===== src/rtl/core/bcm_pkg.sv =====
`default_nettype none

package bcm_pkg;

  // Defaults for the top level parameters
  localparam int DEF_MAX_PLANES    = 8;
  localparam int DEF_MAX_BANKS     = 4;
  localparam int DEF_MAX_ROW_BYTES = 384;
  localparam int DEF_GROUP_BYTES   = 8;

  // Field and register widths
  localparam int ADDR_W    = 14;
  localparam int DATA_W    = 8;
  localparam int CFG_W     = 9;
  localparam int CFG_IDX_W = 2;
  localparam int DEPTH_W   = 4;
  localparam int BANKS_W   = 3;
  localparam int ROWB_W    = 9;
  localparam int TICK_W    = 8;
  localparam int BANK_W    = 2;
  localparam int PLANE_W   = 3;
  localparam int GRP_W     = 64;
  localparam int GCNT_W    = 4;

  // Frame store word: eight byte lanes
  localparam int WORD_BYTES = 8;
  localparam int LANE_BITS  = 3;

  localparam int QUEUE_DEPTH = 4;

  // Register values after reset
  localparam logic [DEPTH_W-1:0] RST_DEPTH_COUNT = 4'd4;
  localparam logic [BANKS_W-1:0] RST_BANK_COUNT  = 3'd4;
  localparam logic [ROWB_W-1:0]  RST_ROW_BYTES   = 9'd384;

  typedef enum logic [CFG_IDX_W-1:0] {
    CFG_DEPTH_COUNT = 2'd0,
    CFG_BANK_COUNT  = 2'd1,
    CFG_ROW_BYTES   = 2'd2
  } cfg_reg_t;

  typedef enum logic {
    ACT_TICK  = 1'b0,
    ACT_WRITE = 1'b1
  } action_t;

  typedef enum logic {
    KIND_SHIFT = 1'b0,
    KIND_LATCH = 1'b1
  } result_kind_t;

  typedef enum logic {
    CMD_WRITE = 1'b0,
    CMD_ROW   = 1'b1
  } cmd_kind_t;

  // One queued job: a frame store byte write, or one row to scan out
  typedef struct packed {
    cmd_kind_t            kind;
    logic [ADDR_W-1:0]    addr;       // byte address, or row base
    logic [DATA_W-1:0]    data;
    logic [ROWB_W-1:0]    row_bytes;
    logic [BANK_W-1:0]    bank;
    logic [PLANE_W-1:0]   plane;
  } cmd_t;

  typedef struct packed {
    logic full;
    logic empty;
  } q_status_t;

  typedef enum logic [1:0] {
    FRONT_IDLE,
    FRONT_INDEX,
    FRONT_BASE
  } front_state_t;

  typedef enum logic [1:0] {
    BACK_IDLE,
    BACK_SHIFT,
    BACK_LATCH
  } back_state_t;

  function automatic int addr_bits(input int n);
    return (n > 1) ? $clog2(n) : 1;
  endfunction

endpackage

`default_nettype wire


===== src/rtl/core/bcm_queue.sv =====
`default_nettype none

module bcm_queue import bcm_pkg::*; (
  input  logic      clk,
  input  logic      rst,
  input  logic      push,
  input  cmd_t      push_cmd,
  input  logic      pop,
  output cmd_t      pop_cmd,
  output q_status_t status
);

  localparam int PW = addr_bits(QUEUE_DEPTH);
  localparam int CW = $clog2(QUEUE_DEPTH + 1);

  cmd_t          slots [QUEUE_DEPTH];
  logic [PW-1:0] wr_ptr;
  logic [PW-1:0] rd_ptr;
  logic [CW-1:0] count;

  always_ff @(posedge clk) begin
    if (rst) begin
      wr_ptr <= '0;
      rd_ptr <= '0;
      count  <= '0;
    end else begin
      if (push) begin
        wr_ptr <= (wr_ptr == PW'(QUEUE_DEPTH - 1)) ? '0 : wr_ptr + 1'b1;
      end
      if (pop) begin
        rd_ptr <= (rd_ptr == PW'(QUEUE_DEPTH - 1)) ? '0 : rd_ptr + 1'b1;
      end
      if (push && !pop) begin
        count <= count + 1'b1;
      end else if (pop && !push) begin
        count <= count - 1'b1;
      end
    end
  end

  always_ff @(posedge clk) begin
    if (push) begin
      slots[wr_ptr] <= push_cmd;
    end
  end

  assign pop_cmd      = slots[rd_ptr];
  assign status.full  = (count == CW'(QUEUE_DEPTH));
  assign status.empty = (count == '0);

`ifndef ASSERT_OFF
  a_no_overflow: assert property (@(posedge clk) disable iff (rst) push |-> !status.full)
    else $error("queue push while full");
  a_no_underflow: assert property (@(posedge clk) disable iff (rst) pop |-> !status.empty)
    else $error("queue pop while empty");
`endif

endmodule

`default_nettype wire


===== config.mk =====
export PLATFORM = sky130hd
export DESIGN_NAME = bcm_queue
export DESIGN_NICKNAME = d
export VERILOG_FILES = /design/src/rtl/core/bcm_pkg.sv /design/src/rtl/core/bcm_queue.sv
export SDC_FILE = /design/constraint.sdc
export NUM_CORES = 1
export LEC_CHECK = 0
export BUFFER_PORTS_ARGS = -buffer_cell sky130_fd_sc_hd__buf_4
export CORE_UTILIZATION = 45
export DETAILED_ROUTE_END_ITERATION = 8
export SLEW_MARGIN = 10
export SYNTH_ARGS = -nofsm -noshare
export SYNTH_HDL_FRONTEND = slang
export SYNTH_SLANG_ARGS = --single-unit
export TNS_END_PERCENT = 1

===== constraint.sdc =====
create_clock -name clk -period 3.3 [get_ports clk]
set_input_delay 0.495 -clock clk [delete_from_list [all_inputs] [get_ports clk]]
set_output_delay 0.495 -clock clk [all_outputs]
set_load 0.05 [all_outputs]

==> impl_metrics.env <==
export IMPL_status="finished clean"
export IMPL_design_core_area_sq_um=12600
export IMPL_yosys_area_top_type="sky130_fd_sc_hd__edfxtp_1"
export IMPL_power_ir_vdd_worst_mv=0.338
export IMPL_layout_core_utilization_pct=57.5
export IMPL_setup_slack_ns=0.763
export IMPL_post_cts_resized=0
export IMPL_num_rows=41
export IMPL_syn2layout_area_growth_pct=24.3
export IMPL_synth_main_ff_cell="sky130_fd_sc_hd__edfxtp_1"
export IMPL_grt_start_max_net_pins=32
export IMPL_setup_tns_ns=0
export IMPL_yosys_warnings=0
export IMPL_pin_count=80
export IMPL_arrival_ns=2.04
export IMPL_cts_htree_levels=4
export IMPL_remaining_drc_errors=0
export IMPL_holdCritPathClass="in -> reg"
export IMPL_critical_path_max_stage_delay_ns=0.61
export IMPL_achievable_frequency_mhz=394
export IMPL_port_buffer_count=79
export IMPL_synth_top_area_share_pct=76.2
export IMPL_place_gp_congestion=0.673
export IMPL_clk_pin_slew_worst_paths_ns=0.06
export IMPL_clock_path_buffers=2
export IMPL_synth_nets=285
export IMPL_detail_route_wirelength_mm=9.64
export IMPL_synth_common_cells="sky130_fd_sc_hd__edfxtp_1 (148), sky130_fd_sc_hd__mux4_2 (30), sky130_fd_sc_hd__dfxtp_1 (9), sky130_fd_sc_hd__mux4_1 (7), sky130_fd_sc_hd__nor2_1 (7)"
export IMPL_wl_per_cell_um=18.5
export IMPL_grt_first_pass_wirelength_mm=14.5
export IMPL_synth_area_per_cell_sq_um=24.6
export IMPL_cts_root_buf="sky130_fd_sc_hd__clkbuf_16"
export IMPL_grt_antenna_before_repair=0
export IMPL_skew_ns=0.00431
export IMPL_grt_usage_pct=15.5
export IMPL_timing_setup_critical_path_class="reg -> out"
export IMPL_worstPathMaxFanout=31
export IMPL_antenna_diode_count=0
export IMPL_cts_repair_timing_setup_buffer_count=0
export IMPL_grt_setup_unrepaired="false"
export IMPL_initial_utilization_pct=46.2
export IMPL_cts_tree="built"
export IMPL_num_vias=2637
export IMPL_postSynth_asyncResetShare_pct=0
export IMPL_synth_area_sq_um=5840
export IMPL_design_area_sq_um=7250
export IMPL_postRouteAntennaNets=0
export IMPL_fp_dieArea_sq_um=13400
export IMPL_dp_worst_setup_slack_ns=1.16
export IMPL_post_syn_instances=237
export IMPL_clk_latency_ns=0.40
export IMPL_crit_path_start_kind="flip-flop"
export IMPL_grt_overflow_total=0
export IMPL_fp_dieH_um=116
export IMPL_power_density_nw_per_um2=679
export IMPL_synth_area_leaders="sky130_fd_sc_hd__edfxtp_1 (76%), sky130_fd_sc_hd__mux4_2 (12%), sky130_fd_sc_hd__mux4_1 (3.2%)"
export IMPL_setup_worst_path_end_class="output pin"
export IMPL_cts_buffers_inserted=17
export IMPL_die_width_um=116
export IMPL_post_synth_top_count_cell="sky130_fd_sc_hd__edfxtp_1"
export IMPL_timing_final_setup_violations=0
export IMPL_grt_pass1_vias=2593
export IMPL_min_delay_start="push_cmd[30]"
export IMPL_tightestPinTransition_ns=0.702
export IMPL_max_slew_margin_rel_pct=53.2
export IMPL_path_cells="buf_12 -> mux4_1 -> buf_4"
export IMPL_cell_variety_after_synth=20
export IMPL_final_report_hold_violation_count=0
export IMPL_slew_violations=0
export IMPL_timing_critical_path_required_ns=2.80
export IMPL_ys_seq_area_share_pct=79.2
export IMPL_drive_gt1_share_pct=43.6
export IMPL_layout_worst_path_cycle_share_pct=76.9
export IMPL_postSynthRegisterBits=157
export IMPL_dp_hpwl_mm=6.02
export IMPL_clock_sinks=157
export IMPL_layout_min_cycle_time_ns=2.54
export IMPL_drv_max_cap_violation_count=0
export IMPL_cts_hold_buffers=0
export IMPL_n_fill_cell=959
export IMPL_viasPerCell=5.06
export IMPL_r2r_start="wr_ptr[0]"
export IMPL_final_nets=385
export IMPL_multi_input_gate_area_sq_um=1110
export IMPL_drtIter0Drc=148
export IMPL_post_layout_total_power_uw=4920
export IMPL_synth_enable_flop_cells=148
export IMPL_place_area_sq_um=6650
export IMPL_number_of_search_and_repair_iterations_in_the_first_detailed_routing_pass=4
export IMPL_worst_path_max_delay_cell="sky130_fd_sc_hd__mux4_1"
export IMPL_p_leak_uw=0.00252
export IMPL_ff_latch_area_sq_um=4630
## kinds of logic (layout without fill, tap and decap cells)
family                   after synthesis  count (layout)  synth area share, %
buffers and inverters                 12             124                 1.82
AO/OA/AOI/OAI                          3               3                0.257
adder cells (fa/ha/maj)                7               7                 1.63
flip-flops                           157             157                 79.2
AND/OR/NAND/NOR                       15              15                 1.33
multiplexers                          41              41                 15.4
XOR/XNOR                               2               2                0.300
## metal layers
| metal | global-route usage (%) | wire length (um) |
|---|---|---|
| met1 | 19.7 | 4140 |
| met2 | 24.7 | 4840 |
| met3 | 4.50 | 443 |
| met5 | 0 | 0 |
| met4 | 7.26 | 216 |
## metrics by stage
| stage | hold slack [ns] | cells |
|---|---|---|
| 2_1_floorplan | 0.460 | 237 |
| 3_3_place_gp | 0.479 | 490 |
| 6_report | 0.287 | 521 |
| 5_1_grt | 0.269 | 521 |
| 4_1_cts | 0.268 | 521 |
| 3_5_place_dp | 0.502 | 490 |
## registers in the layout (all words and copies together), names as in the netlist, named ones only
name    cells
count       3
rd_ptr      2
slots     148
wr_ptr      2
## placed cells by master, fill, tap and decap left out, drive strengths merged
master,n
a21oi,2
and2,4
buf,89
bufinv,4
clkbuf,20
clkinv,2
clkinvlp,4
dfxtp,9
edfxtp,148
fa,1
ha,6
inv,5
mux2i,4
mux4,37
nor2,7
nor3,1
nor3b,2
o21ai,1
or3,1
xor2,2
## worst paths after layout
path	cells after the start	endpoint	slack, ns
worst max-delay path	3	pop_cmd[19]	0.76
worst min register to register	2	count[2]	0.51
worst min-delay path	1	slots[0][30]	0.29
worst max register to register	3	slots[3][17]	1.49
## critical path, delay by kind of cell, from the launching register on
family,cells,cell delay [ns]
mux,1,0.61
buf+inv,2,0.51
flops,1,0.50
## cell type report
type                            count  area share, %
Clock buffer                       20           6.02
Clock inverter                     11           2.31
Inverter                            4          0.207
Multi-Input combinational cell     68           15.3
Sequential cell                   157           63.8
Tap cell                          172           2.97
Timing Repair Buffer               89           9.39
## where the power goes
group	total, uW	switching, uW	leakage, uW	internal, uW
clock network	1980	719	0.000280	1260
registers	2320	36.5	0.00143	2280
logic	626	397	0.000803	229
total	4920	1150	0.00252	3770
Power figures use the tool's default switching activity.
