===== src/rtl/core/bcm_pkg.sv =====
`default_nettype none

package bcm_pkg;

  // Defaults for the top level parameters
  localparam int DEF_MAX_PLANES    = 8;
  localparam int DEF_MAX_BANKS     = 4;
  localparam int DEF_MAX_ROW_BYTES = 384;
  localparam int DEF_GROUP_BYTES   = 8;

  // Field and register widths
  localparam int ADDR_W    = 14;
  localparam int DATA_W    = 8;
  localparam int CFG_W     = 9;
  localparam int CFG_IDX_W = 2;
  localparam int DEPTH_W   = 4;
  localparam int BANKS_W   = 3;
  localparam int ROWB_W    = 9;
  localparam int TICK_W    = 8;
  localparam int BANK_W    = 2;
  localparam int PLANE_W   = 3;
  localparam int GRP_W     = 64;
  localparam int GCNT_W    = 4;

  // Frame store word: eight byte lanes
  localparam int WORD_BYTES = 8;
  localparam int LANE_BITS  = 3;

  localparam int QUEUE_DEPTH = 4;

  // Register values after reset
  localparam logic [DEPTH_W-1:0] RST_DEPTH_COUNT = 4'd4;
  localparam logic [BANKS_W-1:0] RST_BANK_COUNT  = 3'd4;
  localparam logic [ROWB_W-1:0]  RST_ROW_BYTES   = 9'd384;

  typedef enum logic [CFG_IDX_W-1:0] {
    CFG_DEPTH_COUNT = 2'd0,
    CFG_BANK_COUNT  = 2'd1,
    CFG_ROW_BYTES   = 2'd2
  } cfg_reg_t;

  typedef enum logic {
    ACT_TICK  = 1'b0,
    ACT_WRITE = 1'b1
  } action_t;

  typedef enum logic {
    KIND_SHIFT = 1'b0,
    KIND_LATCH = 1'b1
  } result_kind_t;

  typedef enum logic {
    CMD_WRITE = 1'b0,
    CMD_ROW   = 1'b1
  } cmd_kind_t;

  // One queued job: a frame store byte write, or one row to scan out
  typedef struct packed {
    cmd_kind_t            kind;
    logic [ADDR_W-1:0]    addr;       // byte address, or row base
    logic [DATA_W-1:0]    data;
    logic [ROWB_W-1:0]    row_bytes;
    logic [BANK_W-1:0]    bank;
    logic [PLANE_W-1:0]   plane;
  } cmd_t;

  typedef struct packed {
    logic full;
    logic empty;
  } q_status_t;

  typedef enum logic [1:0] {
    FRONT_IDLE,
    FRONT_INDEX,
    FRONT_BASE
  } front_state_t;

  typedef enum logic [1:0] {
    BACK_IDLE,
    BACK_SHIFT,
    BACK_LATCH
  } back_state_t;

  function automatic int addr_bits(input int n);
    return (n > 1) ? $clog2(n) : 1;
  endfunction

endpackage

`default_nettype wire


===== src/rtl/core/bcm_item_if.sv =====
`default_nettype none

interface bcm_item_if import bcm_pkg::*; ();
  logic              valid;
  logic              ready;
  logic              action;
  logic [ADDR_W-1:0] write_address;
  logic [DATA_W-1:0] write_data;

  modport source (output valid, action, write_address, write_data, input ready);
  modport sink (input valid, action, write_address, write_data, output ready);
endinterface

`default_nettype wire


===== src/rtl/core/bcm_front.sv =====
`default_nettype none

module bcm_front import bcm_pkg::*; #(
  parameter int MAX_PLANES    = DEF_MAX_PLANES,
  parameter int MAX_BANKS     = DEF_MAX_BANKS,
  parameter int MAX_ROW_BYTES = DEF_MAX_ROW_BYTES
) (
  input  logic                 clk,
  input  logic                 rst,
  input  logic                 cfg_we,
  input  logic [CFG_IDX_W-1:0] cfg_index,
  input  logic [CFG_W-1:0]     cfg_data,
  bcm_item_if.sink             item_ch,
  input  q_status_t            q_stat,
  output logic                 push,
  output cmd_t                 push_cmd
);

  localparam int IDX_W = addr_bits(MAX_PLANES * MAX_BANKS);

  front_state_t state, state_next;

  logic [DEPTH_W-1:0] depth_count;
  logic [BANKS_W-1:0] bank_count;
  logic [ROWB_W-1:0]  row_bytes;
  logic [TICK_W-1:0]  tick_count;
  logic [BANK_W-1:0]  bank;
  logic [PLANE_W-1:0] plane;
  logic [IDX_W-1:0]   row_index;

  logic [DEPTH_W-1:0] dc;
  logic [BANKS_W-1:0] bc;
  logic [ROWB_W-1:0]  rb;
  logic [DEPTH_W-1:0] plane_ext;
  logic [TICK_W-1:0]  thr;
  logic [TICK_W-1:0]  tick_inc;
  logic               fire;
  logic               accept;
  logic               tick_accept;
  logic [BANK_W-1:0]  bank_next;
  logic [PLANE_W-1:0] plane_next;
  logic [PLANE_W+BANKS_W-1:0] plane_rows;
  logic [PLANE_W+BANKS_W-1:0] index_sum;
  logic [IDX_W+ROWB_W-1:0]    base_full;

  // Registers saturate into their legal range where they are used
  always_comb begin
    if (depth_count == '0) begin
      dc = DEPTH_W'(1);
    end else if (int'(depth_count) > MAX_PLANES) begin
      dc = DEPTH_W'(MAX_PLANES);
    end else begin
      dc = depth_count;
    end
    if (bank_count == '0) begin
      bc = BANKS_W'(1);
    end else if (int'(bank_count) > MAX_BANKS) begin
      bc = BANKS_W'(MAX_BANKS);
    end else begin
      bc = bank_count;
    end
    if (row_bytes == '0) begin
      rb = ROWB_W'(1);
    end else if (int'(row_bytes) > MAX_ROW_BYTES) begin
      rb = ROWB_W'(MAX_ROW_BYTES);
    end else begin
      rb = row_bytes;
    end
  end

  // Dwell threshold; a plane left at or above the depth fires on the next tick
  always_comb begin
    plane_ext = {1'b0, plane};
    if (plane_ext < dc) begin
      thr = TICK_W'(1) << (dc - plane_ext - DEPTH_W'(1));
    end else begin
      thr = TICK_W'(1);
    end
    tick_inc = tick_count + 1'b1;
    fire     = (tick_inc >= thr);
    if (({1'b0, bank} + BANKS_W'(1)) >= bc) begin
      bank_next  = '0;
      plane_next = ((plane_ext + DEPTH_W'(1)) >= dc) ? '0 : plane + 1'b1;
    end else begin
      bank_next  = bank + 1'b1;
      plane_next = plane;
    end
  end

  assign accept      = item_ch.valid && item_ch.ready;
  assign tick_accept = accept && (item_ch.action == ACT_TICK);

  assign plane_rows = plane * bc;
  assign index_sum  = plane_rows + (PLANE_W+BANKS_W)'(bank);
  assign base_full  = row_index * rb;

  always_comb begin
    state_next = state;
    case (state)
      FRONT_IDLE:  if (tick_accept && fire) state_next = FRONT_INDEX;
      FRONT_INDEX: state_next = FRONT_BASE;
      FRONT_BASE:  state_next = FRONT_IDLE;
      default:     state_next = FRONT_IDLE;
    endcase
  end

  always_comb begin
    item_ch.ready = 1'b0;
    push          = 1'b0;
    push_cmd      = '0;
    case (state)
      FRONT_IDLE: begin
        item_ch.ready = !q_stat.full;
        if (accept && (item_ch.action == ACT_WRITE)) begin
          push           = 1'b1;
          push_cmd.kind  = CMD_WRITE;
          push_cmd.addr  = item_ch.write_address;
          push_cmd.data  = item_ch.write_data;
        end
      end
      FRONT_BASE: begin
        push               = 1'b1;
        push_cmd.kind      = CMD_ROW;
        push_cmd.addr      = ADDR_W'(base_full);
        push_cmd.row_bytes = rb;
        push_cmd.bank      = bank;
        push_cmd.plane     = plane;
      end
      default: ;
    endcase
  end

  always_ff @(posedge clk) begin
    if (rst) begin
      state       <= FRONT_IDLE;
      depth_count <= RST_DEPTH_COUNT;
      bank_count  <= RST_BANK_COUNT;
      row_bytes   <= RST_ROW_BYTES;
      tick_count  <= '0;
      bank        <= '0;
      plane       <= '0;
    end else begin
      state <= state_next;
      if (cfg_we) begin
        case (cfg_reg_t'(cfg_index))
          CFG_DEPTH_COUNT: depth_count <= cfg_data[DEPTH_W-1:0];
          CFG_BANK_COUNT:  bank_count  <= cfg_data[BANKS_W-1:0];
          CFG_ROW_BYTES:   row_bytes   <= cfg_data[ROWB_W-1:0];
          default: ;
        endcase
      end
      if (tick_accept) begin
        tick_count <= fire ? '0 : tick_inc;
        if (fire) begin
          bank  <= bank_next;
          plane <= plane_next;
        end
      end
    end
  end

  always_ff @(posedge clk) begin
    if (state == FRONT_INDEX) begin
      row_index <= IDX_W'(index_sum);
    end
  end

`ifndef ASSERT_OFF
  a_index_then_base: assert property (@(posedge clk) disable iff (rst)
      (state == FRONT_INDEX) |=> (state == FRONT_BASE))
    else $error("row base step skipped");
  a_base_has_room: assert property (@(posedge clk) disable iff (rst)
      (state == FRONT_BASE) |-> !q_stat.full)
    else $error("row job pushed into a full queue");
`endif

endmodule

`default_nettype wire


===== src/flat_wrapper.sv =====
// flat-port wrapper written by rule: the top's interface ports become plain ports
module bcm_front_flat import bcm_pkg::*;
#(
  parameter int MAX_PLANES    = DEF_MAX_PLANES,
  parameter int MAX_BANKS     = DEF_MAX_BANKS,
  parameter int MAX_ROW_BYTES = DEF_MAX_ROW_BYTES
)
  (clk, rst, cfg_we, cfg_index, cfg_data, q_stat, push, push_cmd, item_ch_valid, item_ch_action, item_ch_write_address, item_ch_write_data, item_ch_ready);
  bcm_item_if item_ch_i ();
  input  logic clk;
  input  logic rst;
  input  logic cfg_we;
  input  logic [CFG_IDX_W-1:0] cfg_index;
  input  logic [CFG_W-1:0] cfg_data;
  input  q_status_t q_stat;
  output logic push;
  output cmd_t push_cmd;
  input wire logic [$bits(item_ch_i.valid)-1:0] item_ch_valid;
  input wire logic [$bits(item_ch_i.action)-1:0] item_ch_action;
  input wire logic [$bits(item_ch_i.write_address)-1:0] item_ch_write_address;
  input wire logic [$bits(item_ch_i.write_data)-1:0] item_ch_write_data;
  output wire logic [$bits(item_ch_i.ready)-1:0] item_ch_ready;
  assign item_ch_i.valid = item_ch_valid;
  assign item_ch_i.action = item_ch_action;
  assign item_ch_i.write_address = item_ch_write_address;
  assign item_ch_i.write_data = item_ch_write_data;
  assign item_ch_ready = item_ch_i.ready;
  bcm_front #(.MAX_PLANES(MAX_PLANES), .MAX_BANKS(MAX_BANKS), .MAX_ROW_BYTES(MAX_ROW_BYTES)) u_core (.clk(clk), .rst(rst), .cfg_we(cfg_we), .cfg_index(cfg_index), .cfg_data(cfg_data), .item_ch(item_ch_i), .q_stat(q_stat), .push(push), .push_cmd(push_cmd));
endmodule

===== config.mk =====
export PLATFORM = sky130hd
export DESIGN_NAME = bcm_front_flat
export DESIGN_NICKNAME = d
export VERILOG_FILES = /design/src/rtl/core/bcm_pkg.sv /design/src/rtl/core/bcm_item_if.sv /design/src/rtl/core/bcm_front.sv /design/src/flat_wrapper.sv
export SDC_FILE = /design/constraint.sdc
export NUM_CORES = 1
export LEC_CHECK = 0
export ABC_AREA = 1
export BUFFER_PORTS_ARGS = -buffer_cell sky130_fd_sc_hd__buf_2
export CAP_MARGIN = 10
export CORE_MARGIN = 2
export CORE_UTILIZATION = 50
export CTS_CLUSTER_DIAMETER = 30
export CTS_CLUSTER_SIZE = 12
export DETAILED_ROUTE_END_ITERATION = 12
export HOLD_SLACK_MARGIN = 0.02
export PLACE_DENSITY_LB_ADDON = 0.25
export SYNTH_ARGS = -nofsm -noshare
export SYNTH_HDL_FRONTEND = slang
export SYNTH_SLANG_ARGS = --single-unit

===== constraint.sdc =====
create_clock -name clk -period 9.86 [get_ports clk]
set_input_delay 1.479 -clock clk [delete_from_list [all_inputs] [get_ports clk]]
set_output_delay 1.479 -clock clk [all_outputs]
set_load 0.05 [all_outputs]

==> results of run 1 <==
## metrics by stage
step	worst slack [ns]	hold WS (ns)	power, uW
floorplan	3.872	0.4297	307.2
detailed placement	3.907	0.4572	353.9
CTS	3.585	0.4687	456.1
finish	3.557	0.4772	452.6
global placement	3.973	0.4538	346.1
global route	3.202	0.5097	489.1
## cells by family after synthesis
group           synth area share
compound gates            0.1017
fa+ha+maj                 0.2694
flops                     0.1816
xor+xnor                 0.02269
buf+inv                   0.1258
simple gates              0.2989
## sequential cells by signal, indices dropped and copies added (netlist names)
name and count:
u_core.row_bytes 9, u_core.tick_count 8, u_core.row_index 5, u_core.depth_count 4, u_core.bank_count 3, u_core.plane 3, u_core.bank 2, u_core.state 2
## final timing paths
path / startpoint / to / slack (ns) / depth (start not counted)
worst min-delay path: u_core.bank_count[0]$_SDFFE_PP0P_ / u_core.bank_count[0]$_SDFFE_PP0P_ / 0.48 / 2
worst max-delay path: u_core.row_bytes[1]$_SDFFE_PP0P_ / push_cmd[31] / 3.56 / 21
worst min register to register: u_core.bank_count[0]$_SDFFE_PP0P_ / u_core.bank_count[0]$_SDFFE_PP0P_ / 0.48 / 2
worst max register to register: u_core.plane[2]$_SDFFE_PP0P_ / u_core.plane[0]$_SDFFE_PP0P_ / 6.58 / 17
## cell usage in the layout, fill, tap and decap left out, types with 2 or more instances in the layout
cell      count
nand2_1     127
inv_1       121
nor2_1       96
buf_2        77
ha_1         53
nand3_1      39
a21oi_1      39
dfxtp_1      31
fa_1         24
o21ai_0      20
nand4_1      14
xor2_1        6
xnor2_1       5
clkbuf_8      5
edfxtp_1      5
o21ai_1       4
nor3_1        4
o211ai_1      4
o21bai_1      3
nand3b_1      2
nor2_2        2
or2_2         2
a22o_1        2
inv_2         2
clkinv_2      2
## cell type report
type / count / area, um2
fillers: 796 / 3440
multi-input cells: 458 / 2940
flip-flops and latches: 36 / 770.7
inverters: 123 / 461.7
repair buffers: 77 / 385.4
well taps: 105 / 131.4
clock buffers: 5 / 68.82
clock inverters: 3 / 18.77
## worst max-delay path, cell delays in order (launching register included)
cell	delay (ns)
dfxtp_1	0.34
nor2_1	0.09
nand3_1	0.07
nor2_1	0.12
nor2_1	0.05
nand2_1	0.24
nand2_1	0.20
nand2_1	0.15
nand2_1	0.09
fa_1	0.53
fa_1	0.52
fa_1	0.54
inv_1	0.04
ha_1	0.34
a21oi_1	0.21
o21ai_0	0.22
nand2_1	0.10
nand3_1	0.09
nand2_1	0.08
nand2_1	0.04
o21ai_0	0.17
buf_2	0.29
## power by group through the flow
| stage | Sequential, uW | Combinational, uW | Clock [uW] |
|---|---|---|---|
| after global placement | 163 | 183 | 0 |
| after detailed placement | 163 | 190 | 0 |
| after global routing | 161 | 217 | 111 |
| after floorplan | 161 | 146 | 0 |
| final | 160 | 189 | 103 |
| after CTS | 160 | 191 | 105 |
## metal layers
metal  GRT usage  vias up
met5           0        -
met4     0.06310        0
met3     0.02662       14
met2      0.4468      100
met1      0.2519     1891
li1            -     2135
==> metrics.log, run 1 <==
[metrics] Worst slew margin: 0.5170
[metrics] metal1 wirelength: 4.030 mm
[metrics] per-instance average area after synthesis: around 6.8 um2
[metrics] Clock Tree Buf Depth: 2
[metrics] uppermost routed layer: met4
[metrics] placed cells: 799
[metrics] CTS resizes: 0
[metrics] clock-pin slew reported for the worst setup and hold paths after clock tree synthesis: 0.07 ns
[metrics] worst setup skew after layout: 0.004057 ns
[metrics] number of antenna violations at the first check in global routing: 0
[metrics] worst voltage drop across the vdd grid: 0.06011 mV
[metrics] Top-Level Pins: 79
[metrics] FFs w/ async S/R, synth: 0
[metrics] Final min period: 6.303 ns
[metrics] number of flops mapped to enable cells by yosys: 5
[metrics] initial standard-cell utilization of the core: 0.5167
[metrics] placed instance area: 0.004690 mm2
[metrics] switching pwr: around 190 uW
[metrics] hold violation count in the final report: 0
[metrics] total met2 wirelength after detailed routing: around 5.3 mm
[metrics] detailed-route wire length: 9.942 mm
[metrics] flip-flop cell with the highest count after synthesis: dfxtp_1
[metrics] design area: 0.004777 mm2
[metrics] Final Wtd Congestion: roughly 0.87
[metrics] final core utilization: 0.5814
[metrics] routed via count: 4140
[metrics] wire length per cell: 12.32 um
[metrics] pin count of the biggest net entering global routing: 22
[metrics] clock tree from TritonCTS: yes
[metrics] first-pass iteration count of the detailed router: 4
[metrics] commonest cells in the synthesized netlist: nand2_1, inv_1, nor2_1
[metrics] final worst path period share: 0.6392
[metrics] dominant cells by area after synthesis: ha_1, dfxtp_1, fa_1
[metrics] Layout area overhead: 12.53%
[metrics] setup repair after global routing missed its margin: no
[metrics] Yosys cell types: 38
[metrics] kind of critical path: flop to primary output
[metrics] Congestion Overflow GR: 0
[metrics] most frequent cell after synthesis: nand2_1
[metrics] gate count of the mapped netlist: 628
[metrics] switch share: 0.4108
[metrics] Post-CTS Setup Bufs: 0
[metrics] total CTS buffers: 5
[metrics] transition time at the pin with the least slew margin: 0.7237 ns
[metrics] via density per instance: 5.130
[metrics] number of synthesized register bits: 36
[metrics] Setup crit start kind: flop
[metrics] number of pins exceeding their max-slew limit in the final report: 0
[metrics] DRC violation count after routing: 0
[metrics] Antenna Cells: 0
[metrics] Met3 Routed Length: approximately 480 um
[metrics] endpoint class of the critical path: primary output
[metrics] Row Count: 33
[metrics] number of nets produced by synthesis: approximately 750
[metrics] wire length of the first global-routing pass: 16.79 mm
[metrics] via count of the first global-routing pass: 4026
[metrics] part of the Yosys area used for sequential elements: 0.1816
[metrics] Detailed Route Iter0 Violations: 112
[metrics] number of buffer cells added on primary ports: 77
[metrics] synth warn: 0
[metrics] DIE HEIGHT: 96.15 um
[metrics] clock insertion delay at the later pin of the skew report: 0.29 ns
[metrics] number of hold buffers added after cts: 0
[metrics] layout cells sized above 1: 0.1396
[metrics] worst min-delay path class: flop to flop
[metrics] final net count: 818
[metrics] non-filler cells, final: 807
[metrics] power per cell area: 94.74 mW/mm2
[metrics] number of routed nets with antenna violations: 0
[metrics] Horiz. Die Dim: 96.15 um
[metrics] count of endpoints failing setup in the final report: 0
[metrics] number of clock sinks seen by CTS: 36
[metrics] CTS H-Tree Depth: 2
[metrics] arrival time of data at the critical path endpoint: 4.82 ns
[metrics] combinational share of power: 0.418
[metrics] biggest area consumer among synthesized cells: ha_1
[metrics] Fmax: around 0.16 GHz
[metrics] status: finished clean
[metrics] clock group share of total power: 0.228
[metrics] worst-path fanout max: 11
[metrics] total routing resource utilization after global routing: 0.2269
[metrics] standby leakage power: between 0.002 and 0.003 uW
[metrics] critical path required time: 8.38 ns
[metrics] # Max-Cap Violations: 0
[metrics] clock tree root driver cell: clkbuf_8
[metrics] post-synth top area share: 0.1562
[metrics] cell internal pwr: 266.7 uW
[metrics] share of power burned in registers: 0.354
[metrics] area inside the core boundary: 0.008217 mm2
[metrics] post-synthesis instance area: 0.004245 mm2
[metrics] DPL Wire Length: 8.336 mm
[metrics] area enclosed by the die boundary: 0.009244 mm2
[metrics] aggregate negative setup slack: 0 ns
No activity file was read; power rests on OpenSTA's default activity.
==> run 2, diff against run 1 <==
- ABC_AREA: 1 -> 0
- clock period: 9.86 -> 6.1 ns (I/O delays scaled with it)
==> run 2 against run 1 <==
  * Power grew 35%
  * Combinational power shrank 22%
  * Count of clock-buffer cells in the layout is the same
  * Clock skew grew 0.0065 ns
  * Die area shrank 5.8%
  * Hold slack lost 0.015 ns
  * Design area shrank 3.7%
  * Wire length shrank 10%
  * Utilization grew 1.4 points
  * Register-to-register slack lost 4.0 ns
  * Synthesized area shrank 6.0%
  * Critical endpoint is now push_cmd[35]
  * Highest routed layer unchanged
==> metrics.log, run 2 <==
[metrics] status: finished clean
[metrics] endpoint class of the critical path: primary output
[metrics] count of endpoints failing setup in the final report: 0
[metrics] Fmax: 0.1730 GHz
[metrics] dominant cells by area after synthesis: ha_1, dfxtp_1, fa_1
[metrics] area inside the core boundary: ~0.0077 mm2
[metrics] commonest cells in the synthesized netlist: ha_1, nand2_1, inv_1
[metrics] clock-pin slew reported for the worst setup and hold paths after clock tree synthesis: 0.08 ns
[metrics] clock tree from TritonCTS: yes
[metrics] aggregate negative setup slack: 0 ns
[metrics] final net count: 676
[metrics] power per cell area: 132.6 mW/mm2
[metrics] beginning of the worst hold path: u_core.tick_count[7]$_SDFFE_PP0P_
[metrics] setup repair after global routing missed its margin: no
[metrics] Top-Level Pins: just under 80
[metrics] Setup crit start kind: flop
[metrics] Horiz. Die Dim: a little over 90 um
[metrics] flip-flop cell with the highest count after synthesis: dfxtp_1
[metrics] Yosys cell types: 53
[metrics] post-synthesis instance area: around 0.004 mm2
[metrics] # Max-Cap Violations: 0
[metrics] Worst slew margin: 0.4741
[metrics] DPL Wire Length: 7.271 mm
[metrics] wire length per cell: 13.51 um
[metrics] DIE HEIGHT: a little over 90 um
[metrics] part of the Yosys area used for sequential elements: 0.1932
[metrics] pin count of the biggest net entering global routing: 37
[metrics] filler cell count in the final layout: slightly above 700
[metrics] critical path required time: between 5 and 6 ns
[metrics] via count of the first global-routing pass: between 3000 and 4000
[metrics] Clock Tree Buf Depth: 2
[metrics] clock tree root driver cell: clkbuf_8
[metrics] number of buffer cells added on primary ports: 77
[metrics] worst hold endpoint: u_core.tick_count[7]$_SDFFE_PP0P_
[metrics] biggest area consumer among synthesized cells: ha_1
[metrics] number of routed nets with antenna violations: 0
[metrics] wire length of the first global-routing pass: 15.35 mm
[metrics] worst-path fanout max: 36
[metrics] Post-CTS Setup Bufs: 0
[metrics] Final Wtd Congestion: 0.8534
[metrics] design area: approximately 0.0046 mm2
[metrics] area enclosed by the die boundary: 0.008708 mm2
[metrics] kind of critical path: flop to primary output
[metrics] CTS H-Tree Depth: 2
[metrics] routed via count: 3611
[metrics] worst-case register-to-register setup slack: 2.55 ns
[metrics] transition time at the pin with the least slew margin: about 0.79 ns
[metrics] DRC violation count after routing: 0
[metrics] most common cell after layout, fill and taps aside: buf_2
[metrics] synth warn: 0
[metrics] per-instance average area after synthesis: a little over 8 um2
[metrics] largest registers: u_core.row_bytes x9, u_core.tick_count x8, u_core.row_index x5
[metrics] number of flops mapped to enable cells by yosys: 5
[metrics] Congestion Overflow GR: 0
[metrics] Layout area overhead: 15.37%
[metrics] number of antenna violations at the first check in global routing: 0
[metrics] worst hold stages: 2
[metrics] detailed-route wire length: 8.945 mm
[metrics] clock insertion delay at the later pin of the skew report: 0.29 ns
[metrics] reg-to-reg critical path endpoint: u_core.plane[0]$_SDFFE_PP0P_
[metrics] total CTS buffers: 5
[metrics] worst voltage drop across the vdd grid: 0.1336 mV
[metrics] first-pass iteration count of the detailed router: 4
[metrics] number of pins exceeding their max-slew limit in the final report: 0
[metrics] number of synthesized register bits: 36
[metrics] gate count of the mapped netlist: 486
[metrics] total routing resource utilization after global routing: 0.2147
[metrics] layout cells sized above 1: 0.1714
[metrics] worst min-delay path class: flop to flop
[metrics] arrival time of data at the critical path endpoint: 4.87 ns
[metrics] worst setup skew after layout: around 0.011 ns
[metrics] Final min period: 5.781 ns
[metrics] Detailed Route Iter0 Violations: 172
[metrics] placed instance area: 0.004477 mm2
[metrics] via density per instance: 5.455
[metrics] standby leakage power: 0.002504 uW
[metrics] largest register by flop count: u_core.row_bytes
[metrics] number of nets produced by synthesis: 603
[metrics] highest-count cells in the layout ignoring fill and taps: buf_2, ha_1, nand2_1, inv_1, nor2_1
[metrics] final worst path period share: 0.9478
[metrics] worst-case reg-to-reg path depth: 17
[metrics] post-synth top area share: 0.1662
[metrics] FFs w/ async S/R, synth: 0
[metrics] initial standard-cell utilization of the core: 0.5162
[metrics] number of clock sinks seen by CTS: 36
[metrics] launch point of the worst reg-to-reg path: u_core.depth_count[3]$_SDFFE_PP0P_
[metrics] most frequent cell after synthesis: ha_1
[metrics] max reg flops: 9
[metrics] hold violation count in the final report: 0
[metrics] Antenna Cells: 0
[metrics] Row Count: 32
-- run 2: cell types whose count changed in the layout (fill, tap and decap cells not counted), sizes merged, moves of 15 or more --
cell   change
nand2     -77
inv       -72
nor2      -61
and3      +32
nand3     -24
a21oi     -19
and2      +17
mux2i     +15
-- run 2: cell type report --
| cell class | instances | area, um2 | share of cell area |
|---|---|---|---|
| clock buffer | 5 | 68.82 | 0.01495 |
| inverter | 51 | 191.4 | 0.04160 |
| tap | 102 | 127.6 | 0.02773 |
| timing repair buffer | 80 | 420.4 | 0.09135 |
| clock inverter | 3 | 42.54 | 0.009244 |
| multi-input combinational | 385 | 2980 | 0.6476 |
| sequential | 36 | 770.7 | 0.1675 |
-- run 2: power breakdown --
| group | leakage [uW] | internal, uW | total [uW] | switching [uW] |
|---|---|---|---|---|
| Combinational | 0.00215 | 54.1 | 147 | 93.0 |
| Sequential | 0.000301 | 246 | 254 | 8.67 |
| Clock | 0.0000541 | 121 | 209 | 87.8 |
-- run 2: critical path, cell delays in order (launching register included) --
cell      delay [ns]
dfxtp_1         0.51
nand2_1         0.15
buf_12          0.19
and3_1          0.21
fa_1            0.51
fa_1            0.55
inv_1           0.05
fa_1            0.52
inv_1           0.04
ha_1            0.37
a21o_1          0.23
a2111o_1        0.44
nor3b_1         0.23
o21ai_0         0.11
a32o_1          0.26
buf_2           0.21
-- run 2: worst max path at each step --
stage	from	slack (ns)	cells past startpoint	to
after floorplan	u_core.row_bytes[8]$_SDFFE_PP1P_	0.22	15	push_cmd[33]
after global placement	u_core.row_bytes[4]$_SDFFE_PP0P_	0.59	17	push_cmd[35]
after detailed placement	u_core.row_bytes[4]$_SDFFE_PP0P_	0.57	17	push_cmd[35]
after CTS	u_core.row_bytes[4]$_SDFFE_PP0P_	0.24	17	push_cmd[35]
after global routing	u_core.row_bytes[4]$_SDFFE_PP0P_	0.008	17	push_cmd[35]
final	u_core.row_bytes[7]$_SDFFE_PP1P_	0.32	15	push_cmd[35]
-- run 2: logic make-up (layout without fill, tap and decap cells) --
family | count (synthesis) | count (layout) | synth area share
compound gates | 74 | 74 | 0.1220
fa+ha+maj | 77 | 77 | 0.2867
simple gates | 201 | 201 | 0.2578
mux | 15 | 15 | 0.03764
xor+xnor | 18 | 18 | 0.03952
buf+inv | 65 | 139 | 0.06305
flops | 36 | 36 | 0.1932
-- run 2: repair_timing --
| item | CTS | global route |
|---|---|---|
| hold buffers | 0 | 0 |
| resized for setup | 0 | 3 |
| endpoints found under the setup margin | 0 | 4 |
| hold endpoints to repair | 0 | 0 |
-- run 2: through the flow --
step	hold WS [ns]	cells	total power, uW	utilization	setup WS [ns]
2_1_floorplan	0.4298	486	363.7	-	0.2188
3_3_place_gp	0.4408	654	402.0	0.5793	0.5852
3_5_place_dp	0.4507	654	405.7	0.5793	0.5716
4_1_cts	0.4620	662	616.8	0.5938	0.2443
5_1_grt	0.5019	662	643.9	0.5955	0.007702
6_report	0.4625	662	610.2	0.5955	0.3187
-- run 2: metal layers --
layer,vias up,GRT usage,wire length [um]
li1,1819,-,-
met1,1699,0.2539,3881
met2,87,0.4125,4668
met3,6,0.02176,338
met4,0,0.05025,57
met5,-,0,0
==> run 3, diff against run 2 <==
- CELL_PAD_IN_SITES_DETAIL_PLACEMENT: default -> 1
- CELL_PAD_IN_SITES_GLOBAL_PLACEMENT: default -> 1
- CORE_UTILIZATION: 50 -> 42
- SETUP_SLACK_MARGIN: default -> 0.4
==> run 3 against run 2 <==
  * Clock skew is 0.0014 ns lower
  * Design area is 2.9% higher
  * Via count is 2.9% higher
  * Setup slack better by 0.25 ns
  * Wire length is 20% higher
  * First-iteration DRC count is 49% lower
  * Maximum frequency is 4.6% higher
  * Global-route usage hardly changed
  * Count of clock-buffer cells in the layout stayed put
  * Power is 1.7% higher
  * Register-to-register slack worse by 0.07 ns
  * Critical endpoint is now push_cmd[30]
  * Largest cell class unchanged
==> metrics.log, run 3 (synthesis gave the netlist of run 2 again) <==
[metrics] number of pins exceeding their max-slew limit in the final report: 0
[metrics] DPL Wire Length: 8.611 mm
[metrics] clock tree from TritonCTS: yes
[metrics] Row Count: 35
[metrics] uppermost routed layer: met4
[metrics] Antenna Cells: 0
[metrics] worst-case reg-to-reg path depth: 17
[metrics] status: finished clean
[metrics] area enclosed by the die boundary: 0.01029 mm2
[metrics] Setup crit start kind: flop
[metrics] Worst slew margin: 0.4511
[metrics] endpoint class of the critical path: primary output
[metrics] Detailed Route Iter0 Violations: 88
[metrics] switching pwr: 198.1 uW
[metrics] slowest cell on the critical path: fa_1
[metrics] max reg flops: 9
[metrics] worst hold stages: 2
[metrics] total routing resource utilization after global routing: 0.2147
[metrics] pin count of the biggest net entering global routing: 27
[metrics] arrival time of data at the critical path endpoint: between 4 and 5 ns
[metrics] Max stage delay on crit path: 0.54 ns
[metrics] first-pass iteration count of the detailed router: 4
[metrics] final net count: 682
[metrics] number of buffer cells added on primary ports: 77
[metrics] CTS H-Tree Depth: 2
[metrics] worst-case register-to-register setup slack: 2.48 ns
[metrics] share of power burned in registers: 0.408
[metrics] setup repair after global routing missed its margin: yes
[metrics] wire length per cell: 15.41 um
[metrics] final core utilization: 0.5127
[metrics] Fmax: between 0.15 and 0.2 GHz
[metrics] clock tree root driver cell: clkbuf_8
[metrics] Met3 Routed Length: 165 um
[metrics] worst-path fanout max: 4
[metrics] clock insertion delay at the later pin of the skew report: 0.29 ns
[metrics] worst hold endpoint: u_core.tick_count[7]$_SDFFE_PP0P_
[metrics] routed via count: 3716
[metrics] total met2 wirelength after detailed routing: 5.973 mm
[metrics] Horiz. Die Dim: 101.5 um
[metrics] standby leakage power: roughly 0.0025 uW
[metrics] number of routed nets with antenna violations: 0
[metrics] cell seen most often among critical-path stages: fa_1
[metrics] kind of critical path: flop to primary output
[metrics] critical path required time: roughly 5.2 ns
[metrics] DRC violation count after routing: 0
[metrics] metal1 wirelength: 4.434 mm
[metrics] largest registers: u_core.row_bytes x9, u_core.tick_count x8, u_core.row_index x5
[metrics] worst setup skew after layout: 0.009115 ns
[metrics] most common cell after layout, fill and taps aside: buf_2
[metrics] Clock Tree Buf Depth: 2
[metrics] cell internal pwr: around 420 uW
[metrics] power per cell area: 131.0 mW/mm2
[metrics] hold violation count in the final report: 0
[metrics] Layout area overhead: 18.76%
[metrics] # Max-Cap Violations: 0
[metrics] layout cells sized above 1: 0.1979
[metrics] largest register by flop count: u_core.row_bytes
[metrics] switch share: 0.3193
[metrics] Top-Level Pins: 79
[metrics] via density per instance: 5.347
[metrics] clock group share of total power: 0.343
[metrics] initial standard-cell utilization of the core: 0.4317
[metrics] count of endpoints failing setup in the final report: 0
[metrics] launch point of the worst reg-to-reg path: u_core.depth_count[3]$_SDFFE_PP0P_
[metrics] Final Wtd Congestion: 0.8212
[metrics] total CTS buffers: 5
[metrics] number of hold buffers added after cts: 0
[metrics] aggregate negative setup slack: 0 ns
[metrics] reg-to-reg critical path endpoint: u_core.plane[0]$_SDFFE_PP0P_
[metrics] Final min period: approximately 5.5 ns
[metrics] post-layout power: 620.6 uW
[metrics] via count of the first global-routing pass: 3796
[metrics] detailed-route wire length: between 10 and 15 mm
[metrics] DIE HEIGHT: 101.5 um
[metrics] area inside the core boundary: 0.009240 mm2
[metrics] Congestion Overflow GR: 0
[metrics] filler cell count in the final layout: about 1200
[metrics] number of antenna violations at the first check in global routing: 0
[metrics] cells traversed along the worst timing path: nor4_2 > a21oi_1 > nor2_1 > a21oi_2 > nand2b_1 > fa_1 > fa_1 > fa_1 > inv_1 > ha_4 > nor2b_1 > o21ai_2 > a21boi_2 > o21a_1 > or3_1 > a32o_1 > buf_4
[metrics] worst min-delay path class: flop to flop
[metrics] beginning of the worst hold path: u_core.tick_count[7]$_SDFFE_PP0P_
[metrics] final worst path period share: 0.9065
[metrics] combinational share of power: 0.249
[metrics] transition time at the pin with the least slew margin: 0.8216 ns
[metrics] worst voltage drop across the vdd grid: between 0.1 and 0.15 mV
[metrics] number of clock sinks seen by CTS: 36
[metrics] clock-pin slew reported for the worst setup and hold paths after clock tree synthesis: 0.08 ns
[metrics] highest-count cells in the layout ignoring fill and taps: buf_2, ha_1, inv_1, nand2_1, nor2_1
[metrics] wire length of the first global-routing pass: 17.80 mm
run 3: changes by cell type in the layout (fill, tap and decap cells not counted), moves of 2 or more:
cell     delta
dfxtp_1     -3
buf_4       +9
buf_2       -3
o21ai_1     +2
o21ai_0     -4
dfxtp_2     +2
run 3: worst max-delay path: cells and delay by family (launching register included):
kind                     cells  cell delay, ns
AO/OA/AOI/OAI                6            0.87
adder cells (fa/ha/maj)      4            1.78
buffers and inverters        2            0.26
flip-flops                   1            0.33
AND/OR/NAND/NOR              5            1.07
run 3: repair_timing:
item	4_1_cts	5_1_grt
resized for setup	15	7
setup buffers	0	2
endpoints found under the setup margin	7	5
pin swaps	1	7
run 3: how the worst max path moves through the flow:
| stage | from | to | slack (ns) | cells past startpoint |
|---|---|---|---|---|
| after global placement | u_core.row_bytes[7]$_SDFFE_PP1P_ | push_cmd[35] | 0.38 | 17 |
| after detailed placement | u_core.row_bytes[7]$_SDFFE_PP1P_ | push_cmd[35] | 0.28 | 17 |
| after floorplan | u_core.row_bytes[4]$_SDFFE_PP0P_ | push_cmd[29] | 0.55 | 15 |
| after CTS | u_core.row_bytes[4]$_SDFFE_PP0P_ | push_cmd[35] | 0.42 | 17 |
| final | u_core.row_bytes[6]$_SDFFE_PP0P_ | push_cmd[30] | 0.57 | 17 |
| after global routing | u_core.row_bytes[6]$_SDFFE_PP0P_ | push_cmd[35] | 0.36 | 17 |
run 3: power groups by stage:
| stage | clock network (uW) | logic, uW | registers (uW) |
|---|---|---|---|
| 3_5_place_dp | 0 | 153 | 258 |
| 2_1_floorplan | 0 | 108 | 256 |
| 4_1_cts | 218 | 155 | 254 |
| 6_report | 213 | 154 | 253 |
| 3_3_place_gp | 0 | 148 | 258 |
| 5_1_grt | 229 | 171 | 254 |
run 3: layer usage:
layer,up-vias,GRT usage
met1,1842,0.2502
li1,1819,-
met5,-,0
met3,9,0.01863
met4,0,0.04054
met2,46,0.4249
run 3: final cells by class:
cell class	instances	area [um2]	area share
sequential	36	777.0	0.1640
clock buffer	5	68.82	0.01453
tap	129	161.4	0.03407
multi-input combinational	385	3035	0.6408
timing repair buffer	86	460.4	0.09720
inverter	51	191.4	0.04041
clock inverter	3	42.54	0.008980
run 3: stage by stage:
step	hold slack (ns)	instances	setup WS [ns]	instance area [um2]
after floorplan	0.4298	486	0.5524	3989
after global placement	0.4386	685	0.3797	4528
after detailed placement	0.4558	685	0.2816	4528
after CTS	0.4657	693	0.4241	4700
after global routing	0.4894	695	0.3573	4737
final	0.4618	695	0.5705	4737
